File: src/sv/gn2_pkg.sv
// ----------------------------------------------------------------------------
// gn2_pkg
// Shared widths, constants, operation codes and control structs for the 2D
// gradient noise block.
// ----------------------------------------------------------------------------
package gn2_pkg;

   localparam int DEF_TABLE_SIZE = 256;
   localparam int DEF_FRAC_BITS  = 16;

   localparam int COORD_W = 32;   // input coordinate width
   localparam int PERM_W  = 8;    // permutation entry width
   localparam int T_W     = 16;   // fraction in Q0.16
   localparam int OFS_W   = 17;   // corner offset, signed Q16
   localparam int FADE_W  = 17;   // fade weight, 0 .. 1.0 in Q0.16
   localparam int DOT_W   = 18;   // corner dot product and blends, signed Q16
   localparam int NOISE_W = 16;   // result, signed Q1.15

   localparam logic [FADE_W-1:0] ONE_Q16  = 17'h10000;
   localparam int                DIAG_Q15 = 23170;

   localparam logic OP_EVAL  = 1'b0;
   localparam logic OP_WRITE = 1'b1;

   localparam logic signed [NOISE_W-1:0] NOISE_MAX = 16'sh7fff;
   localparam logic signed [NOISE_W-1:0] NOISE_MIN = 16'sh8000;

   typedef struct packed {
      logic wr_en;
      logic rd_en;
   } ram_ctl_type;

   typedef struct packed {
      logic mul;
      logic mid;
      logic fin;
   } fade_en_type;

   typedef struct packed {
      logic mul;
      logic add;
   } lerp_en_type;

endpackage

File: src/sv/gn2_lerp.sv
// ----------------------------------------------------------------------------
// gn2_lerp
// Linear blend lo + ((hi - lo) * w >> 16) in two stages: multiply, then add.
// The result stays between lo and hi, so it keeps their width.
// ----------------------------------------------------------------------------
module gn2_lerp (
   input  logic                               clock,
   input  gn2_pkg::lerp_en_type               en,
   input  logic signed [gn2_pkg::DOT_W-1:0]   lo,
   input  logic signed [gn2_pkg::DOT_W-1:0]   hi,
   input  logic [gn2_pkg::FADE_W-1:0]         w,
   output logic signed [gn2_pkg::DOT_W-1:0]   res
);

   localparam int DIFF_W = gn2_pkg::DOT_W + 1;
   localparam int PROD_W = DIFF_W + gn2_pkg::FADE_W + 1;
   localparam int SUM_W  = PROD_W - 16;

   logic signed [DIFF_W-1:0]          diff;
   logic signed [PROD_W-1:0]          w_s;
   logic signed [PROD_W-1:0]          prod_in, prod_ff;
   logic signed [gn2_pkg::DOT_W-1:0]  lo_ff;
   logic signed [SUM_W-1:0]           sum_in;
   logic signed [gn2_pkg::DOT_W-1:0]  res_ff;

   assign diff    = DIFF_W'(hi) - DIFF_W'(lo);
   assign w_s     = signed'(PROD_W'(w));
   assign prod_in = PROD_W'(diff) * w_s;
   assign sum_in  = SUM_W'(lo_ff) + SUM_W'(prod_ff >>> 16);

   always_ff @(posedge clock) begin
      if (en.mul) begin
         prod_ff <= prod_in;
         lo_ff   <= lo;
      end
      if (en.add) begin
         res_ff <= gn2_pkg::DOT_W'(sum_in);
      end
   end

   assign res = res_ff;

endmodule

File: config.mk
export PLATFORM = sky130hd
export DESIGN_NAME = gn2_lerp
export DESIGN_NICKNAME = d
export VERILOG_FILES = /design/src/sv/gn2_pkg.sv /design/src/sv/gn2_lerp.sv
export SDC_FILE = /design/constraint.sdc
export NUM_CORES = 1
export LEC_CHECK = 0
export ABC_AREA = 1
export ABC_CLOCK_PERIOD_IN_PS = 23500
export BUFFER_PORTS_ARGS = -buffer_cell sky130_fd_sc_hd__buf_2
export CORE_UTILIZATION = 50
export DETAILED_ROUTE_END_ITERATION = 10
export PLACE_DENSITY = 0.67
export SYNTH_ARGS = -nofsm -noshare
export SYNTH_HDL_FRONTEND = slang
export SYNTH_SLANG_ARGS = --single-unit
File: constraint.sdc
create_clock -name clock -period 23.5 [get_ports clock]
set_input_delay 7.05 -clock clock [delete_from_list [all_inputs] [get_ports clock]]
set_output_delay 7.05 -clock clock [all_outputs]
set_load 0.01 [all_outputs]
==> flow_metrics.py <==
metrics = {
    "detailed_routing": {
        "drt_iter0_markers": 816,
        "wl_met3_um": 3390,
        "met1Wirelength_um": 16400,
        "wl_met2_um": 18100,
        "ant_nets": 0,
        "num_vias": 11500,
        "drt-total-wl_um": 39100,
        "avgRoutedWirePerCell_um": 17.8,
        "dr.pass1.iters": 6,
        "via_per_inst": 5.23,
        "drc": 0,
        "dr.max_layer_used": "met4",
    },
    "finish": {
        "syn_to_final_growth_pct": 6.00,
        "antenna_cells": 0,
        "nets": 2290,
        "stdcell_count": 2199,
        "drive_above_1_share_pct": 6.39,
    },
    "timing": {
        "period_share_pct": 60.5,
        "slew_violations": 0,
        "worst_slew_pin_slew_ps": 1070,
        "finalSetupViolCount": 0,
        "rsz0062_at_grt": "no",
        "tns_ps": 0,
        "hold_viol": 0,
        "skew_ps": 7.15,
        "period_needed_ps": 14210,
        "slew_headroom_pct": 28.7,
        "fmax_mhz": 70.4,
    },
    "job": {
        "drv_cap": 0,
    },
    "yosys": {
        "synth_top_family_by_area": "adder cells",
        "synth_nets": 2240,
        "yosys_warnings": 0,
        "synth_mux_area_share_pct": 0,
        "yosys.area_share.xor_xnor_pct": 3.27,
        "async_flop_share_pct": 0,
        "syn_area_um2": 14700,
        "ys_ff_latch": 54,
        "postSynthCellCount": 1764,
        "synth_adder_area_share_pct": 51.1,
        "synthDistinctLibCells": 42,
        "synth-simple-area-share_pct": 15.9,
        "synth_compound_area_share_pct": 5.27,
        "ys_seq_area_share_pct": 11.0,
        "synthFlopType": "edfxtp_1",
        "synth_edf_count": 54,
        "syn-mean-instance-area_um2": 8.35,
    },
    "clock_tree": {
        "cts_setup_buffers": 0,
        "clock_sinks": 54,
        "cts_resized": 0,
        "clk_pin_slew_ps": 70,
        "clock_latency_ps": 300,
        "cts-root-buf": "clkbuf_16",
        "cts_max_path_buffers": 2,
        "cts_tree": "built",
        "hold_buffers": 0,
        "ctsHtreeMaxLevel": 2,
        "cts_buffers": 5,
    },
    "run_status": {
        "status": "complete, no violations",
    },
    "global_routing": {
        "grt_max_degree": 37,
        "grt_overflow": 0,
        "grt_pass1_vias": 11900,
        "grt_pass1_wl_um": 62900,
        "antenna_found_initial": 0,
        "grt_usage_pct": 27.1,
    },
    "placement": {
        "place_inst": 2191,
        "io_buffers": 73,
        "routabilityCongestion": 0.940,
        "post-dp-hpwl_um": 32900,
    },
    "floorplanning": {
        "core_area_um2": 28900,
        "die_h_um": 174,
        "die-area_um2": 30200,
        "die_w_um": 174,
        "start_util_pct": 51.0,
        "rows": 62,
        "io_pins": 74,
    },
    "critical_path": {
        "slowest_stage": "fa_1",
        "path_max_fanout": 10,
        "crit_type": "in2reg",
        "worstSetupStartpointType": "input port",
        "endpoint_kind": "flop",
        "timing.rr.start": "prod_ff[16]",
        "critPathLaunch": "lo[0]",
        "crit_buf_inv": 7,
        "path_delay_family": "adder cells",
        "required_ps": 23560,
        "critPathMaxStageDelay_ps": 780,
        "crit_path_frequent_cell": "fa_1",
        "arrival_ps": 14270,
    },
    "worst_hold_path": {
        "hp-class": "reg2reg",
        "hold_start": "lo_ff[0]",
    },
}
worst register-to-register path, stage by stage, from the launching register on:
cell	delay [ps]
edfxtp_1	360
ha_1	150
inv_1	70
fa_1	410
o21ai_0	500
a21o_1	270
nand3_1	90
nand2_1	110
a21o_1	120
a21oi_1	60
xnor2_1	130
routing by layer:
metal,track usage [%],vias to the layer above
li1,-,5287
met1,36.6,5611
met2,44.3,528
met3,4.71,73
met4,8.81,0
met5,0,-
stage by stage:
| stage | instance area (um^2) | util (%) | worst slack, ps | hold WS (ps) |
|---|---|---|---|---|
| after floorplan | 14700 | - | 10020 | 513 |
| after global placement | 15500 | 53.6 | 9070 | 551 |
| after detailed placement | 15500 | 53.6 | 9000 | 563 |
| after CTS | 15600 | 54.1 | 9320 | 582 |
| after global routing | 15600 | 54.1 | 8800 | 591 |
| final | 15600 | 54.1 | 9290 | 577 |
state kept, by name, indices dropped and copies added (netlist names):
| register | count |
|---|---|
| lo_ff | 18 |
| res | 18 |
| prod_ff | 18 |
cell usage in the layout (no fill, tap or decap), types with 2 or more instances in the layout:
master	netlist	layout
nand2_1	275	275
nand3_1	52	52
nand2_4	2	2
edfxtp_1	54	54
or2_1	6	6
buf_4	1	2
xnor2_1	16	16
a21oi_1	70	70
clkinv_1	12	12
inv_2	3	3
a21boi_1	3	3
clkbuf_16	0	5
fa_1	302	302
a21oi_2	3	3
nand2_2	11	11
a21o_1	8	8
xor2_1	39	39
or2_2	7	7
nor2_1	201	201
a221oi_1	2	2
nor4_1	2	2
inv_1	477	477
o21bai_1	9	9
o21ai_2	2	2
ha_1	118	118
nand3_2	3	3
nand4_1	4	4
o21ai_0	30	30
nor3_1	8	8
o21ai_1	3	3
buf_2	5	73
final timing paths:
kind                 end  slack (ps)  depth (start not counted)
min reg2reg       res[0]         580                          1
min               res[0]         580                          1
max          prod_ff[32]        9290                         29
max reg2reg      res[12]       20980                         10
cells by family after synthesis:
logic type                 count (synthesis)
AOI/OAI and AO/OA                        136
xor gates and xnor gates                  55
adders and majority gates                420
buffers and inverters                    525
DFF                                       54
and+or+nand+nor                          574
layout make-up:
| type | count | area, um^2 |
|---|---|---|
| Clock buffer | 5 | 125 |
| Clock inverter | 3 | 28.8 |
| Fill cell | 2746 | 13200 |
| Inverter | 493 | 1850 |
| Multi-Input combinational cell | 1185 | 11100 |
| Sequential cell | 54 | 1620 |
| Tap cell | 384 | 480 |
| Timing Repair Buffer | 75 | 380 |
synthesized netlist by cell type, types with 9 or more instances:
| cell | count | area share [%] |
|---|---|---|
| nand3_1 | 52 | 1.8 |
| clkbuf_1 | 25 | 0.64 |
| xnor2_1 | 16 | 0.95 |
| ha_1 | 118 | 10 |
| a21oi_1 | 70 | 2.4 |
| inv_1 | 477 | 12 |
| fa_1 | 302 | 41 |
| nor2_1 | 201 | 5.1 |
| o21ai_0 | 30 | 1.0 |
| nand2_1 | 275 | 7.0 |
| xor2_1 | 39 | 2.3 |
| nand2_2 | 11 | 0.47 |
| o21bai_1 | 9 | 0.46 |
| edfxtp_1 | 54 | 11 |
| clkinv_1 | 12 | 0.31 |
Power is not shown: default switching activity piles up to over one toggle a cycle in this logic, so the estimate is an artifact.
