`src/sv/gn2_pkg.sv`:
```
// ----------------------------------------------------------------------------
// gn2_pkg
// Shared widths, constants, operation codes and control structs for the 2D
// gradient noise block.
// ----------------------------------------------------------------------------
package gn2_pkg;

   localparam int DEF_TABLE_SIZE = 256;
   localparam int DEF_FRAC_BITS  = 16;

   localparam int COORD_W = 32;   // input coordinate width
   localparam int PERM_W  = 8;    // permutation entry width
   localparam int T_W     = 16;   // fraction in Q0.16
   localparam int OFS_W   = 17;   // corner offset, signed Q16
   localparam int FADE_W  = 17;   // fade weight, 0 .. 1.0 in Q0.16
   localparam int DOT_W   = 18;   // corner dot product and blends, signed Q16
   localparam int NOISE_W = 16;   // result, signed Q1.15

   localparam logic [FADE_W-1:0] ONE_Q16  = 17'h10000;
   localparam int                DIAG_Q15 = 23170;

   localparam logic OP_EVAL  = 1'b0;
   localparam logic OP_WRITE = 1'b1;

   localparam logic signed [NOISE_W-1:0] NOISE_MAX = 16'sh7fff;
   localparam logic signed [NOISE_W-1:0] NOISE_MIN = 16'sh8000;

   typedef struct packed {
      logic wr_en;
      logic rd_en;
   } ram_ctl_type;

   typedef struct packed {
      logic mul;
      logic mid;
      logic fin;
   } fade_en_type;

   typedef struct packed {
      logic mul;
      logic add;
   } lerp_en_type;

endpackage

```
`src/sv/gn2_fade.sv`:
```
// ----------------------------------------------------------------------------
// gn2_fade
// Quintic fade 6t^5 - 15t^4 + 10t^3 in Q0.16 over three multiply stages,
// clamped to 0 .. 1.0.
// ----------------------------------------------------------------------------
module gn2_fade (
   input  logic                         clock,
   input  gn2_pkg::fade_en_type         en,
   input  logic [gn2_pkg::T_W-1:0]      t,
   output logic [gn2_pkg::FADE_W-1:0]   fade
);

   localparam int A_W  = 21;
   localparam int P1_W = 38;
   localparam int SQ_W = 2 * gn2_pkg::T_W;
   localparam int SH_W = P1_W - 16;
   localparam logic signed [A_W-1:0] C15 = A_W'(15 * 65536);
   localparam logic signed [A_W-1:0] C10 = A_W'(10 * 65536);

   logic signed [A_W-1:0]      t_s;
   logic signed [A_W-1:0]      a_in;
   logic signed [P1_W-1:0]     p1_in, p1_ff;
   logic [SQ_W-1:0]            p2_in, p2_ff;
   logic [gn2_pkg::T_W-1:0]    t1_ff;
   logic signed [A_W-1:0]      b_in, b_ff;
   logic [SQ_W-1:0]            q3_in, q3_ff;
   logic signed [P1_W-1:0]     t3_s;
   logic signed [P1_W-1:0]     r_in;
   logic signed [SH_W-1:0]     f_sh;
   logic [gn2_pkg::FADE_W-1:0] fade_in, fade_ff;

   // first step: a = 6t - 15, a*t and t*t
   assign t_s   = signed'(A_W'(t));
   assign a_in  = (t_s <<< 2) + (t_s <<< 1) - C15;
   assign p1_in = P1_W'(a_in) * P1_W'(t_s);
   assign p2_in = SQ_W'(t) * SQ_W'(t);

   // second step: b = a*t + 10, t^3
   assign b_in  = A_W'(p1_ff >>> 16) + C10;
   assign q3_in = SQ_W'(p2_ff[SQ_W-1:16]) * SQ_W'(t1_ff);

   // third step: t^3 * b, then clamp
   assign t3_s = signed'(P1_W'(q3_ff[SQ_W-1:16]));
   assign r_in = t3_s * P1_W'(b_ff);
   assign f_sh = r_in[P1_W-1:16];

   always_comb begin
      if (f_sh < SH_W'(0)) begin
         fade_in = '0;
      end else if (f_sh > signed'(SH_W'(gn2_pkg::ONE_Q16))) begin
         fade_in = gn2_pkg::ONE_Q16;
      end else begin
         fade_in = gn2_pkg::FADE_W'(f_sh);
      end
   end

   always_ff @(posedge clock) begin
      if (en.mul) begin
         p1_ff <= p1_in;
         p2_ff <= p2_in;
         t1_ff <= t;
      end
      if (en.mid) begin
         b_ff  <= b_in;
         q3_ff <= q3_in;
      end
      if (en.fin) begin
         fade_ff <= fade_in;
      end
   end

   assign fade = fade_ff;

endmodule

```
`config.mk`:
```
export PLATFORM = sky130hd
export DESIGN_NAME = gn2_fade
export DESIGN_NICKNAME = d
export VERILOG_FILES = /design/src/sv/gn2_pkg.sv /design/src/sv/gn2_fade.sv
export SDC_FILE = /design/constraint.sdc
export NUM_CORES = 2
export LEC_CHECK = 0
export ABC_CLOCK_PERIOD_IN_PS = 10800
export BUFFER_PORTS_ARGS = -buffer_cell sky130_fd_sc_hd__buf_2
export CAP_MARGIN = 15
export CORE_MARGIN = 10
export CORE_UTILIZATION = 30
export DETAILED_ROUTE_END_ITERATION = 10
export HOLD_SLACK_MARGIN = 0.08
export PLACE_DENSITY = 0.43
export RECOVER_POWER = 100
export SYNTH_ARGS = -nofsm -noshare
export SYNTH_HDL_FRONTEND = slang
export SYNTH_SLANG_ARGS = --single-unit
```
`constraint.sdc`:
```
create_clock -name clock -period 10.8 [get_ports clock]
set_clock_uncertainty 0.2 [all_clocks]
set_input_delay 1.62 -clock clock [delete_from_list [all_inputs] [get_ports clock]]
set_output_delay 1.62 -clock clock [all_outputs]
set_load 0.005 [all_outputs]
```
==> summary.md <==
| Metric | Value |
|---|---|
| First-pass GRT wire length | 182,000 um |
| Starting Density | 30.1% |
| Root buf cell | clkbuf_16 |
| Crit start category | input pin |
| First-pass detailed-route iteration total | 5 |
| # nets final | 5,911 |
| Flop2flop setup slack | 2.05 ns |
| RSZ-0062 raised after global routing | no |
| Via density | about 4.4 |
| Multi-input gate area | 33,500 um2 |
| Worst-path fanout max | 4 |
| Final Hold Violating Endpoints | 0 |
| # clock sinks | 107 |
| Highest cell delay on the worst timing path | 0.54 ns |
| Post-route ant nets | 0 |
| Postcts setup bufs | 0 |
| R2r startpoint | q3_ff[18] |
| Critical Path AT | 10.22 ns |
| Total routed wirelength | around 110,000 um |
| Post_cts resized | 0 |
| Post-synthesis sequential area ratio | 7.65% |
| Iteration-0 DRC Markers | 1,207 |
| Period utilization | between 90% and 100% |
| Register Area | 3210 um2 |
| CTS Buf Count | 9 |
| R2R cell count | 20 |
| Violated checks | capacitance limit, slew limit |
| Fmax | 97.4 MHz |
| Area of the core | 139,000 um2 |
| Total grt overflow | 0 |
| FF-to-FF End | fade[13] |
| H-tree Lvls | 3 |
| Yosys reg bits | 107 |
| Clk buf depth | 2 |
| Ys flop type | edfxtp_1 |
| Synth area leader | fa_1 |
| Cells after Synth | 4,470 |
| EDFF count, synth | 107 |
| Run status | finished with violations |
| Largest net degree at the start of global routing | 54 |
| DR WL/cell | 17.7 um |
| Vias | around 28,000 |
| Setup crit end | p1_ff[36] |
| Clock transition at path regs | 0.08 ns |
| Share of the synthesized area in the top cell type | 47.1% |
| Routability cong. | 0.810 |
| Die ar. | roughly 160,000 um2 |
| Setup violators final | 0 |
| Area Overhead vs Synth | 7.01% |
| Ant. Diodes | 0 |
| CP endpoint kind | flip-flop |
| Fin crit period | 10.26 ns |
| Synth warn | 0 |
| Max-cap viol count | 9 |
| Worst Setup SP | t[1] |
| Total GRT Usage | 14.8% |
| Post-DP HPWL | 91,800 um |
| CTS tree | yes |
| Chip width | 394 um |
| Hold buffers post-CTS | 0 |
| Slew @ Worst Pin | 3.66 ns |
| Proportion of layout cells with a drive suffix above 1 | 3.24% |
| Fin util | 32.2% |
| Initial antenna violation count | 5 |
| Top cells by area, synth | fa_1 47%, ha_1 13%, inv_1 11% |
| DRC viols | 0 |
| Number of global-route vias before repair | 31,300 |
| Syn nets | ~5,900 |
| I/O Buffers | 36 |
| Die height | about 400 um |
| Post-synth cell types | slightly above 70 |
| Ports | 37 |
| Cell area after synthesis | 42,000 um2 |
| WS Path Type | input pin to flip-flop |
| Clk_lat worst skew | 0.43 ns |
| Max Slew Vio Count | 298 |
| Asr flop ratio synth | 0% |
| WP data required | 10.75 ns |
| Synthesized area per cell | 9.39 um2 |
| Fill cells | 14,600 |
| Fin Setup TNS | 0 ns |
| Slew HR | -144% |
| Hold crit path type | flip-flop to flip-flop |
| Core Rows | 137 |
| Slowest cell on crit path | fa_1 |
| CP most frequent cell | fa_1 |
## cells by family after synthesis
family	after synthesis	synth area share, %
adder cells (fa/ha/maj)	1423	60.1
buffers and inverters	1396	12.5
AND/OR/NAND/NOR	1184	13.4
AO/OA/AOI/OAI	245	3.89
XOR/XNOR	112	2.34
flip-flops	107	7.65
multiplexers	3	0.0775
## sequential cells by signal (all words and copies together) (netlist names)
name / cells
p2_ff: 16
b_ff: 21
q3_ff: 16
t1_ff: 15
fade: 17
p1_ff: 22
## cell usage in the layout, fill, tap and decap left out, types with 34 or more instances in the layout
| master | count |
|---|---|
| a21oi_1 | 77 |
| and2_1 | 356 |
| buf_4 | 90 |
| edfxtp_1 | 107 |
| fa_1 | 989 |
| ha_1 | 434 |
| inv_1 | 1239 |
| nand2_1 | 597 |
| nor2_1 | 106 |
| o21ai_0 | 37 |
| xnor2_1 | 78 |
| xor2_1 | 34 |
## cell usage after synthesis, types with 12 or more instances
cell,count
nor4_1,13
o21a_1,12
xor2_1,34
edfxtp_1,107
clkbuf_1,148
nor3_1,20
nand3_1,19
inv_1,1239
a21o_1,33
o21ai_0,37
xnor2_1,78
a21oi_1,77
and2_1,359
nor2b_1,18
nor2_1,106
nand2_1,597
fa_1,989
ha_1,434
## how the worst min path moves through the flow
| stage | to | from | cells past startpoint |
|---|---|---|---|
| floorplan | b_ff[0] | p1_ff[16] | 0 |
| global placement | b_ff[4] | p1_ff[20] | 0 |
| detailed placement | b_ff[14] | p1_ff[30] | 0 |
| CTS | b_ff[12] | p1_ff[28] | 0 |
| global route | b_ff[16] | p1_ff[32] | 0 |
| finish | b_ff[12] | p1_ff[28] | 0 |
## layer usage
layer | wire [um] | share of wire (%) | global-route usage [%] | vias to the layer above
met2 | 51600 | 46 | 24.2 | 359
met1 | 55100 | 49 | 21.1 | 14200
met3 | 3440 | 3.1 | 1.77 | 98
met4 | 2010 | 1.8 | 2.73 | 8
met5 | 57 | 0.051 | 0 | -
li1 | - | - | - | 13100
## worst max-delay path, delay by kind of cell
kind            cells  cell delay [ns]
buf+inv             8             0.61
simple gates        3             0.38
fa+ha+maj          10             4.26
compound gates     16             3.17
xor+xnor            2             0.16
## cell type report
type	instances	area share [%]
multi-input cells	2967	74.6
inverters	1243	10.4
flip-flops and latches	107	7.15
well taps	1876	5.22
repair buffers	140	1.98
clock buffers	9	0.501
clock inverters	6	0.192
## through the flow
stage                     std cells  setup slack (ns)  cell area [um2]  hold slack [ns]
after detailed placement       6333            0.0607            44700            0.205
after global routing           6348           0.00460            44900            0.220
after floorplan                4470             0.290            42000            0.200
after global placement         6333            0.0873            44700            0.202
after CTS                      6348             0.491            45000            0.210
final                          6348             0.538            44900            0.210
Power is left out: the tool's default activity adds up to more than one toggle a clock period on the data nets, which glitch-free logic cannot reach.
