===== config.mk =====
export PLATFORM = sky130hd
export DESIGN_NAME = gn2_dot
export DESIGN_NICKNAME = d
export VERILOG_FILES = /design/src/sv/gn2_pkg.sv /design/src/sv/gn2_dot.sv
export SDC_FILE = /design/constraint.sdc
export NUM_CORES = 1
export LEC_CHECK = 0
export BUFFER_PORTS_ARGS = -buffer_cell sky130_fd_sc_hd__buf_2
export CORE_ASPECT_RATIO = 0.6
export CORE_MARGIN = 2
export CORE_UTILIZATION = 30
export CTS_CLUSTER_DIAMETER = 30
export DETAILED_ROUTE_END_ITERATION = 8
export GPL_TIMING_DRIVEN = 0
export PLACE_DENSITY_LB_ADDON = 0.08
export SLEW_MARGIN = 30
export SYNTH_ARGS = -nofsm -noshare
export SYNTH_HDL_FRONTEND = slang
export SYNTH_SLANG_ARGS = --single-unit
export TNS_END_PERCENT = 10

===== constraint.sdc =====
create_clock -name clock -period 15.3 [get_ports clock]
set_input_delay 3.06 -clock clock [delete_from_list [all_inputs] [get_ports clock]]
set_output_delay 3.06 -clock clock [all_outputs]
set_load 0.05 [all_outputs]

===== src/sv/gn2_pkg.sv =====
// ----------------------------------------------------------------------------
// gn2_pkg
// Shared widths, constants, operation codes and control structs for the 2D
// gradient noise block.
// ----------------------------------------------------------------------------
package gn2_pkg;

   localparam int DEF_TABLE_SIZE = 256;
   localparam int DEF_FRAC_BITS  = 16;

   localparam int COORD_W = 32;   // input coordinate width
   localparam int PERM_W  = 8;    // permutation entry width
   localparam int T_W     = 16;   // fraction in Q0.16
   localparam int OFS_W   = 17;   // corner offset, signed Q16
   localparam int FADE_W  = 17;   // fade weight, 0 .. 1.0 in Q0.16
   localparam int DOT_W   = 18;   // corner dot product and blends, signed Q16
   localparam int NOISE_W = 16;   // result, signed Q1.15

   localparam logic [FADE_W-1:0] ONE_Q16  = 17'h10000;
   localparam int                DIAG_Q15 = 23170;

   localparam logic OP_EVAL  = 1'b0;
   localparam logic OP_WRITE = 1'b1;

   localparam logic signed [NOISE_W-1:0] NOISE_MAX = 16'sh7fff;
   localparam logic signed [NOISE_W-1:0] NOISE_MIN = 16'sh8000;

   typedef struct packed {
      logic wr_en;
      logic rd_en;
   } ram_ctl_type;

   typedef struct packed {
      logic mul;
      logic mid;
      logic fin;
   } fade_en_type;

   typedef struct packed {
      logic mul;
      logic add;
   } lerp_en_type;

endpackage


===== src/sv/gn2_dot.sv =====
// ----------------------------------------------------------------------------
// gn2_dot
// Corner gradient dot product. The low three hash bits pick the gradient:
// bit 2 clear selects a diagonal, with bit 0 and bit 1 negating x and y;
// bit 2 set selects an axis, bit 1 choosing y and bit 0 negating.
// ----------------------------------------------------------------------------
module gn2_dot (
   input  logic                               clock,
   input  logic                               en,
   input  logic [2:0]                         grad_sel,
   input  logic signed [gn2_pkg::OFS_W-1:0]   dx,
   input  logic signed [gn2_pkg::OFS_W-1:0]   dy,
   output logic signed [gn2_pkg::DOT_W-1:0]   dot
);

   localparam int S_W    = gn2_pkg::OFS_W + 2;
   localparam int AX_W   = gn2_pkg::OFS_W + 1;
   localparam int PROD_W = 34;
   localparam logic signed [PROD_W-1:0] DIAG = PROD_W'(gn2_pkg::DIAG_Q15);

   logic signed [S_W-1:0]             sx, sy, diag_sum;
   logic signed [gn2_pkg::OFS_W-1:0]  axis_pick;
   logic signed [AX_W-1:0]            axis_val;
   logic signed [PROD_W-1:0]          prod_in, prod_ff;

   assign sx       = grad_sel[0] ? -S_W'(dx) : S_W'(dx);
   assign sy       = grad_sel[1] ? -S_W'(dy) : S_W'(dy);
   assign diag_sum = sx + sy;

   assign axis_pick = grad_sel[1] ? dy : dx;
   assign axis_val  = grad_sel[0] ? -AX_W'(axis_pick) : AX_W'(axis_pick);

   // an axis gradient is 1.0 in Q1.15, so its product is a plain shift
   assign prod_in = grad_sel[2] ? (PROD_W'(axis_val) <<< 15)
                                : PROD_W'(diag_sum) * DIAG;

   always_ff @(posedge clock) begin
      if (en) begin
         prod_ff <= prod_in;
      end
   end

   assign dot = signed'(prod_ff[gn2_pkg::DOT_W+14:15]);

endmodule


==> results of run 1 <==
-- stage by stage --
stage	cell area (sq um)	setup slack [ns]	util, %	std cells
final	7811	1.399	34.00	1141
after CTS	7811	1.399	34.00	1141
after global routing	7811	0.6509	34.00	1141
after global placement	7657	0.7306	33.33	1137
after detailed placement	7732	1.170	33.66	1137
after floorplan	6998	3.540	-	769
-- how the worst min path moves through the flow --
stage | depth (start not counted) | from | to
3_3_place_gp | 2 | grad_sel[2] | prod_ff[32]
5_1_grt | 2 | grad_sel[2] | prod_ff[32]
6_report | 2 | grad_sel[2] | prod_ff[32]
2_1_floorplan | 0 | en | prod_ff[15]
4_1_cts | 2 | grad_sel[2] | prod_ff[32]
3_5_place_dp | 2 | grad_sel[2] | prod_ff[32]
-- cells by family (layout without fill, tap and decap cells) --
family | Yosys count | in the layout | synth area share (%)
and+or+nand+nor | 160 | 160 | 11.78
AOI/OAI and AO/OA | 147 | 147 | 13.66
muxes | 22 | 22 | 3.165
buffers and inverters | 122 | 179 | 6.651
xor gates and xnor gates | 79 | 79 | 9.887
DFF | 18 | 18 | 7.724
adders and majority gates | 221 | 221 | 47.13
-- cell usage in the layout (no fill, tap or decap), types with 4 or more instances in the layout --
master                       n
sky130_fd_sc_hd__a21o_1      8
sky130_fd_sc_hd__a21oi_1    38
sky130_fd_sc_hd__and2_1      4
sky130_fd_sc_hd__and3_1      7
sky130_fd_sc_hd__buf_2      53
sky130_fd_sc_hd__clkbuf_1   16
sky130_fd_sc_hd__edfxtp_1   18
sky130_fd_sc_hd__fa_1       71
sky130_fd_sc_hd__ha_1      150
sky130_fd_sc_hd__inv_1     104
sky130_fd_sc_hd__mux2i_1    21
sky130_fd_sc_hd__nand2_1    43
sky130_fd_sc_hd__nand2b_1   11
sky130_fd_sc_hd__nand3_1    13
sky130_fd_sc_hd__nand4_1     7
sky130_fd_sc_hd__nor2_1     20
sky130_fd_sc_hd__nor2b_1    10
sky130_fd_sc_hd__nor3_1     20
sky130_fd_sc_hd__nor4_1      5
sky130_fd_sc_hd__o21a_1      8
sky130_fd_sc_hd__o21ai_0    34
sky130_fd_sc_hd__o21ai_1     8
sky130_fd_sc_hd__o21bai_1    4
sky130_fd_sc_hd__o31ai_1    12
sky130_fd_sc_hd__o41ai_1     4
sky130_fd_sc_hd__or3_1       8
sky130_fd_sc_hd__xnor2_1    52
sky130_fd_sc_hd__xnor2_2     7
sky130_fd_sc_hd__xor2_1     17
-- final cells by class --
type | instances | share of cell area [%]
inverter | 104 | 4.998
sequential | 18 | 6.920
buffer | 18 | 0.9611
timing repair buffer | 53 | 3.396
clock inverter | 1 | 0.04805
clock buffer | 3 | 0.9611
tap | 315 | 5.046
multi-input combinational | 629 | 77.67
-- routing by layer --
metal  wire length [um]  part of all wire (%)
met5                  0                     0
met4                170                  0.83
met3                872                   4.3
met2               8011                    39
met1              11440                    56
==> results.txt, run 1 <==
- Top cell type by total area after synthesis: sky130_fd_sc_hd__ha_1
- Initial cell density of the core: 30.46%
- Maximum single-stage delay on the critical path: 0.66 ns
- Synthesis produced a netlist whose cell count is 769.
- Sequential elements use 7.724% of the synthesized area.
- From bottom edge to top edge, the die measures 122.3 um.
- Share of cells above drive strength 1: 8.838%
- The worst path uses 90.86% of the clock period.
- Tracing the worst setup path back leads to its startpoint at grad_sel[1].
- Synth Warn #: 0
- The area growth from synthesis to layout is 11.62%.
* Number of failing hold endpoints at the final stage: 0
- Fill cell count: 2,405
- Largest register FFs: 18
* Count of different cell masters after synthesis: 57
- Fmax achieved: 0.07194 GHz
* Worst min-delay path class: primary input to flop
* Slew at the pin with the worst max-slew slack: 0.8407 ns
- Met1 Use GR: 27.52%
* Core Footprint: 22,970 sq um
* Number of buffers created by CTS: 3
* Routing usage on met3: 2.549%
* Routed Wire Length: 20,500 um
* Chip width: 201.2 um
* Max stage delay cell, worst path: sky130_fd_sc_hd__a311oi_1
* I/O pin count: 57
- Once the clock tree was built, the resizer swapped 0 gates to a different size.
- Final-layout worst hold slack: 3.210 ns
- TritonCTS clock tree: built
- Maximum clock path buffer count: 2
- Max-Slew Margin vs Limit: 43.55%
- Counting I/O delays and the setup requirement, the final critical path takes 13.90 ns.
* Initial antenna violation count: 0
- Across the whole layout, storage elements account for 540.5 sq um.
- Across all layers, the routed design uses 5,691 vias.
- Total die area: 24,600 sq um
* Max_cap viols: 0
- Critical Path AT: 13.92 ns
* Final count of pins violating max slew: 0
* Nets in the synthesized netlist: 1,029
- Port buffering added 53 buffers.
- Number of rows created at floorplan: 43
* Run status: complete, no violations
* Most utilized layer in the global route result: met1
* Starting DRT DRC Count: 328
* Global-route wire length before repair: 32,160 um
* Overall Global Routing Usage: 17.22%
* Register bank with the most flops: prod_ff
- Average detailed-routed wire length per instance: 17.96 um
- The commonest cells after synthesis are sky130_fd_sc_hd__ha_1 (150), sky130_fd_sc_hd__inv_1 (104), sky130_fd_sc_hd__fa_1 (71), sky130_fd_sc_hd__xnor2_1 (59), sky130_fd_sc_hd__nand2_1 (43).
- Critical Path Sink: prod_ff[32]
- Critical path peak fanout: 10
- The synthesized design contains 18 register bits.
- 0 antenna diodes ended up in the layout.
- Summed instance area of the synthesized netlist: 6998 sq um
- Dividing the detail-routed via count by the number of cells gives 4.988.
- Once detailed placement completed, the half-perimeter wirelength came to 17,960 um.
* Drt pass-1 iters: 5
* Number of buffers inserted by post-CTS setup repair: 0
- Setup Total Neg Slack: 0 ns
- Last weighted congestion value of the routability-driven placer: 0.8571
- Number of nets in the finished design: 1,087
- Ranked by total cell area, the synthesized netlist is headed by sky130_fd_sc_hd__ha_1 (27%), sky130_fd_sc_hd__fa_1 (20%), sky130_fd_sc_hd__edfxtp_1 (7.7%).
* Final setup violation count: 0
- Pin count of the biggest net entering global routing: 19
* Crit end category: flop
* Area of combinational cells with multiple inputs: 6067 sq um
* RSZ-0062 raised after global routing: no
- Yosys mapped a number of flops with a built-in enable equal to 18.
* Family with the most delay on the worst path: adder cells
- In this run the clock root is driven by a sky130_fd_sc_hd__clkbuf_16.
- Counting flops with an async set or reset pin after synthesis yields a share of 0%.
- Global routing usage on met2: 24.55%
- STA puts the critical path data required time at 15.32 ns.
* Area share of the largest cell type after synthesis: 26.82%
* Number of hold buffers added after cts: 0
- The critical path contains buffers and inverters numbering 8 combined.
- Aggregate global routing overflow: 0
- Post-Synthesis Mean Instance Area: 9.100 sq um
* Via count of the first global-routing pass: 5,621
- Clock slew at the register clock pins of the worst setup and hold paths: 0.06 ns
- Critical path start-end classification: primary input to flop
- In this run the remaining antenna-violating nets after routing total 0.
* Top flop regs: prod_ff: 18 flops
- Startpoint types: primary input
- In the synthesized netlist the dominant register cell turns out to be sky130_fd_sc_hd__edfxtp_1.
* Number of cells on the critical path: 31
* Clock sink total: 18
- Most common cell in the netlist: sky130_fd_sc_hd__ha_1
* Post-route DRC: 0
* H-tree Lvls: 1
Power of run 1 is left out: the tool's default activity adds up to more than one toggle a clock period on the data nets, which glitch-free logic cannot reach.
==> run 2: changes to the inputs <==
CORE_UTILIZATION = 35   (was 30)
==> results.txt, run 2 (synthesis results as in run 1) <==
- The core area was 19,820 sq um (-14%).
- The endpoint required time on the critical path is 15.32 ns (about the same).
- The die span in x was 186.5 um (-7.3%).
* Aggregate global routing overflow: 0 (unchanged)
- The filler cell count in the final layout is 2,051 (-15%).
- Layout overhead on the synthesized area: 10.76%
- Routed Wire Length: 19,830 um (-3.3%)
* Critical path peak fanout: 10 (unchanged)
- STA classifies the critical path startpoint as a primary input.
* Initial antenna violation count: 0 (unchanged)
- The min-delay analysis places its worst path in the category primary input to flop.
- TritonCTS clock tree: built
* Clock sink total: 18 (unchanged)
- Slew at the pin with the worst max-slew slack: 0.9414 ns (+0.1007 ns)
- Max stage delay cell, worst path: sky130_fd_sc_hd__a311oi_1
- The combined buffer and inverter count along the critical path came to 8 (unchanged).
* Register bank with the most flops: prod_ff
- The tree is rooted in a sky130_fd_sc_hd__clkbuf_16.
- Commonest cells after routing, fill and taps aside: sky130_fd_sc_hd__ha_1 (150), sky130_fd_sc_hd__inv_1 (104), sky130_fd_sc_hd__fa_1 (71), sky130_fd_sc_hd__xnor2_1 (53), sky130_fd_sc_hd__buf_2 (53)
* Number of buffers created by CTS: 3 (unchanged)
- Share of cells above drive strength 1: 8.717% (-0.12 points)
* Maximum clock path buffer count: 2 (unchanged)
- Average detailed-routed wire length per instance: 18.04 um (+0.44%)
* Fmax achieved: 0.07180 GHz (-0.19%)
- Max-Slew Margin vs Limit: 36.79% (-6.8 points)
- The setup TNS came to 0 ns (unchanged).
- The arrival time of data at the critical path endpoint is 13.95 ns (+0.03 ns).
* Initial cell density of the core: 35.31% (+4.8 points)
- Top flop regs: prod_ff: 18 flops
* Buffers on Ports: 53 (unchanged)
* Crit end category: flop
- The final critical-path required period was 13.93 ns (+0.02707 ns).
* Critical path start-end classification: primary input to flop
- The number of iterations in the first detailed-routing pass was 5 (unchanged).
- The average via count per standard cell is 5.125 (+2.7%).
- Gates resized, CTS repair: 0 (unchanged)
- The clock-pin slew on the worst setup and hold paths is 0.07 ns (about the same).
- The number of rows created at floorplan came to 40 (-7.0%).
- Post-route DRC: 0 (unchanged)
- The global-route wire length before repair was 32,130 um (about the same).
* Final-layout worst hold slack: 3.197 ns (-0.01257 ns)
* Finished Core Util: 39.11% (+5.1 points)
- Number of nets in the finished design: 1,087 (unchanged)
- Total die area: 21,180 sq um (-14%)
- Family with the most delay on the worst path: compound AO/OA/AOI/OAI gates
* Remaining number of nets flagged by the antenna check after routing: 0 (unchanged)
- The maximum level of the CTS H-tree is 1 (unchanged).
* Number of failing hold endpoints at the final stage: 0 (unchanged)
- The post-cts hold buffer count is 0 (unchanged).
- Most common cell after layout, fill and taps aside: sky130_fd_sc_hd__ha_1
- The largest stage delay on the critical path was 0.69 ns (+0.03 ns).
- Run status: complete, no violations
- Detailed-placement wirelength estimate: 17,280 um (-3.8%)
- Largest register FFs: 18 (unchanged)
* Last weighted congestion value of the routability-driven placer: 0.8797 (+2.6%)
- Tcrit/Tclk final: 91.03% (+0.18 points)
- The buffer count from post-CTS setup fixing was 0 (unchanged).
- The via count of the routed design is 5,632 (-1.0%).
- The boundary pin count came to 57 (unchanged).
- The maximum number of pins on one net before global-route repair was 19 (unchanged).
* Number of antenna cells inserted: 0 (unchanged)
- Max_cap viols: 0 (unchanged)
- Overall Global Routing Usage: 19.48% (+2.3 points)
* RSZ-0062 raised after global routing: no
- The y dimension of the die is 113.5 um (-7.2%).
- The number of max-slew violations in the final report was 0 (unchanged).
* Via count of the first global-routing pass: 5,741 (+2.1%)
- Final setup violation count: 0 (unchanged)
* Starting DRT DRC Count: 304 (-7.3%)
## run 2: cell counts in the layout (fill, tap and decap cells not counted)
Identical to the previous run, type by type.
## run 2: worst paths after layout
| path | start | endpoint | depth (start not counted) |
|---|---|---|---|
| setup / recovery | grad_sel[1] | prod_ff[32] | 33 |
| hold / removal | grad_sel[2] | prod_ff[32] | 2 |
## run 2: final cells by class
cell class                 count  area, sq um  share of cell area (%)
clock buffer                   3        75.07                  0.9685
sequential                    18        540.5                   6.973
timing repair buffer          53        265.3                   3.422
buffer                        18        75.07                  0.9685
tap                          273        341.6                   4.407
inverter                     104        390.4                   5.036
multi-input combinational    629         6060                   78.18
clock inverter                 1        3.754                 0.04843
## run 2: metrics by stage
step / area, sq um / setup WS (ns) / std cells
after floorplan: 6998 / 3.540 / 769
after global placement: 7605 / 1.002 / 1095
after detailed placement: 7672 / 1.290 / 1095
after CTS: 7751 / 1.491 / 1099
after global routing: 7751 / 0.7163 / 1099
final: 7751 / 1.372 / 1099
## run 2: routing by layer
metal	track usage (%)	part of all wire (%)	up-vias
li1	-	-	2793
met1	31.57	57	2737
met2	28.76	40	96
met3	1.569	3.2	6
met4	1.746	0.40	0
met5	0	0	-
Power of run 2 is left out for the same reason.
==> run 3: changes to the inputs <==
ABC_AREA = 1   (was not set)
CORE_UTILIZATION = 49   (was 35)
==> results.txt, run 3 <==
* Nets in the synthesized netlist: 1,286 (+25%)
- The share of synthesized flip-flops with an asynchronous set or reset is 0% (unchanged).
- Critical path start-end classification: primary input to flop
- Number of buffers inserted by post-CTS setup repair: 0 (unchanged)
- Post-Synthesis Mean Instance Area: 7.260 sq um (-20%)
* Routed Wire Length: 20,570 um (+3.7%)
- The largest individual stage delay along the critical path comes from the cell sky130_fd_sc_hd__xor2_1.
* Startpoint types: primary input
- By area the synthesized netlist is led by sky130_fd_sc_hd__ha_1 (25%), sky130_fd_sc_hd__fa_1 (19%), sky130_fd_sc_hd__nand2_1 (10%).
- Area occupied by registers: 540.5 sq um (unchanged)
- Of all cell types, the one taking the most synthesized area is sky130_fd_sc_hd__ha_1.
* Fraction of the yosys area taken by sequential cells: 7.257% (-0.47 points)
- The largest registers in the layout are prod_ff: 18 flops.
- The final critical-path required period is 10.97 ns (-2.958 ns).
- Post-placement worst setup slack: 4.230 ns (+2.939 ns)
- Most common cell after layout, fill and taps aside: sky130_fd_sc_hd__nand2_1
- The top achievable clock speed was 0.09116 GHz (+27%).
- The filler cell count in the final layout came to 1,506 (-27%).
- Setup repair after global routing left no endpoint under its margin.
* Starting DRT DRC Count: 622 (+100%)
- Setup Total Neg Slack: 0 ns (unchanged)
- Clock slew at the register clock pins of the worst setup and hold paths: 0.05 ns (-0.02 ns)
- Final count of pins violating max slew: 0 (unchanged)
- The worst hold path belongs to the class primary input to flop.
* Overall Global Routing Usage: 25.97% (+6.5 points)
- The average via count per standard cell came to 5.275 (+2.9%).
* Critical Path AT: 10.97 ns (-2.98 ns)
- TritonCTS built the clock tree.
- Clk root buf: sky130_fd_sc_hd__clkbuf_16
- The portion of synthesized cell area occupied by the leading cell type was 25.20% (-1.6 points).
* Via count of the first global-routing pass: 6,181 (+7.7%)
* Initial cell density of the core: 50.75% (+15 points)
- The library cells used most frequently in the layout, excluding fill and tap cells, are sky130_fd_sc_hd__nand2_1 (205), sky130_fd_sc_hd__inv_1 (190), sky130_fd_sc_hd__ha_1 (150), sky130_fd_sc_hd__nor2_1 (92), sky130_fd_sc_hd__fa_1 (71).
- Via count of the routed design: 6,762 (+20%)
* Count of different cell masters after synthesis: 39 (-32%)
- The number of nets in the finished design was 1,346 (+24%).
- Total die area: 16,240 sq um (-23%)
* Run status: complete, no violations
* Max_cap viols: 0 (unchanged)
- Most common library cells after synthesis: sky130_fd_sc_hd__nand2_1 (205), sky130_fd_sc_hd__inv_1 (190), sky130_fd_sc_hd__ha_1 (150), sky130_fd_sc_hd__nor2_1 (92), sky130_fd_sc_hd__fa_1 (71)
- The post-cts hold buffer count was 0 (unchanged).
* Summed instance area of the synthesized netlist: 7448 sq um (+6.4%)
- The tightest hold margin is 3.258 ns (+0.06092 ns).
* Number of failing hold endpoints at the final stage: 0 (unchanged)
- The largest stage delay on the critical path came to 0.82 ns (+0.13 ns).
- Number of antenna cells inserted: 0 (unchanged)
- The maximum fanout along the worst path came to 10 (unchanged).
- Layout overhead on the synthesized area: 8.030%
- Pin count of the biggest net entering global routing: 20 (+1)
- Drt pass-1 iters: 7 (+2)
- The portion of the clock cycle consumed by the worst path in the final layout came to 71.70% (-19 points).
- The die span in x came to 163.2 um (-13%).
- STA classifies the critical path endpoint as a flop.
- Clock sink total: 18 (unchanged)
- The endpoint required time on the critical path is 15.30 ns (-0.02 ns).
- The share of final-layout standard cells stronger than drive strength 1 was 7.011% (-1.7 points).
* Register bank with the most flops: prod_ff
- The slack of the critical path was 4.330 ns (+2.958 ns).
- Die height: 99.50 um (-12%)
* Number of enable flip-flop cells after synthesis: 18 (unchanged)
- The transition at the pin with the smallest max-transition slack is 1.027 ns (+0.08607 ns).
- Gates resized, CTS repair: 0 (unchanged)
* Maximum clock path buffer count: 2 (unchanged)
- The most numerous cell type found on the critical path is sky130_fd_sc_hd__nand2_1.
- Core Footprint: 14,680 sq um (-26%)
* Remaining number of nets flagged by the antenna check after routing: 0 (unchanged)
* Leading register cell type out of synthesis: sky130_fd_sc_hd__edfxtp_1
- Global-route wire length before repair: 32,830 um (+2.2%)
- The maximum level of the CTS H-tree is 1 (unchanged).
* Average detailed-routed wire length per instance: 16.04 um (-11%)
- The initial antenna violation count was 0 (unchanged).
- Number of buffers created by CTS: 3 (unchanged)
- The number of rows created at floorplan was 34 (-15%).
* Max-Slew Margin vs Limit: 31.27% (-5.5 points)
* I/O pin count: 57 (unchanged)
* Aggregate global routing overflow: 0 (unchanged)
* Count of state elements after synthesis: 18 (unchanged)
- The post-synthesis cell count is 1,026 (+33%).
* Post-route DRC: 0 (unchanged)
- Detailed-placement wirelength estimate: 18,420 um (+6.6%)
* Synth Warn #: 0 (unchanged)
* Family with the most delay on the worst path: adder cells
- The area of combinational cells with multiple inputs is 6116 sq um (+0.93%).
* Final setup violation count: 0 (unchanged)
* Most common cell in the netlist: sky130_fd_sc_hd__nand2_1
- The flip-flop count of the largest register, all copies and words added is 18 (unchanged).
- CP bufs+invs: 6 (-2)
- Last weighted congestion value of the routability-driven placer: 0.9446 (+7.4%)
- The number of port buffers was 55 (+3.8%).
run 3: path summary, 6_finish.rpt:
check	start	end	slack (ns)	cells past startpoint
setup / recovery	grad_sel[0]	prod_ff[32]	4.33	32
hold / removal	en	prod_ff[27]	3.26	1
run 3: logic make-up (layout without fill, tap and decap cells):
family,count (synthesis),count (layout),share of synthesized area (%)
buffers and inverters,208,266,10.63
DFF,18,18,7.257
xor gates and xnor gates,48,48,5.745
adders and majority gates,221,221,44.28
AOI/OAI and AO/OA,149,149,10.77
and+or+nand+nor,382,382,21.32
run 3: metal layers:
metal	GRT usage, %	vias to the layer above	share of wire, %
li1	-	3422	-
met1	45.40	3100	56
met2	33.50	233	35
met3	3.711	7	8.4
met4	1.634	0	0.32
met5	0	-	0
run 3: layout make-up:
class                           count  area share (%)
Buffer                             14          0.7930
Clock buffer                        3          0.9330
Inverter                          194           9.050
Multi-Input combinational cell    800           76.01
Sequential cell                    18           6.717
Tap cell                          198           3.079
Timing Repair Buffer               55           3.421
run 3: through the flow:
stage | cells | cell area [sq um] | util (%)
after detailed placement | 1279 | 7971 | 54.31
final | 1282 | 8046 | 54.83
after global placement | 1279 | 7971 | 54.31
after CTS | 1282 | 8046 | 54.83
after floorplan | 1026 | 7448 | -
after global routing | 1282 | 8046 | 54.83
Power of run 3 is left out for the same reason.
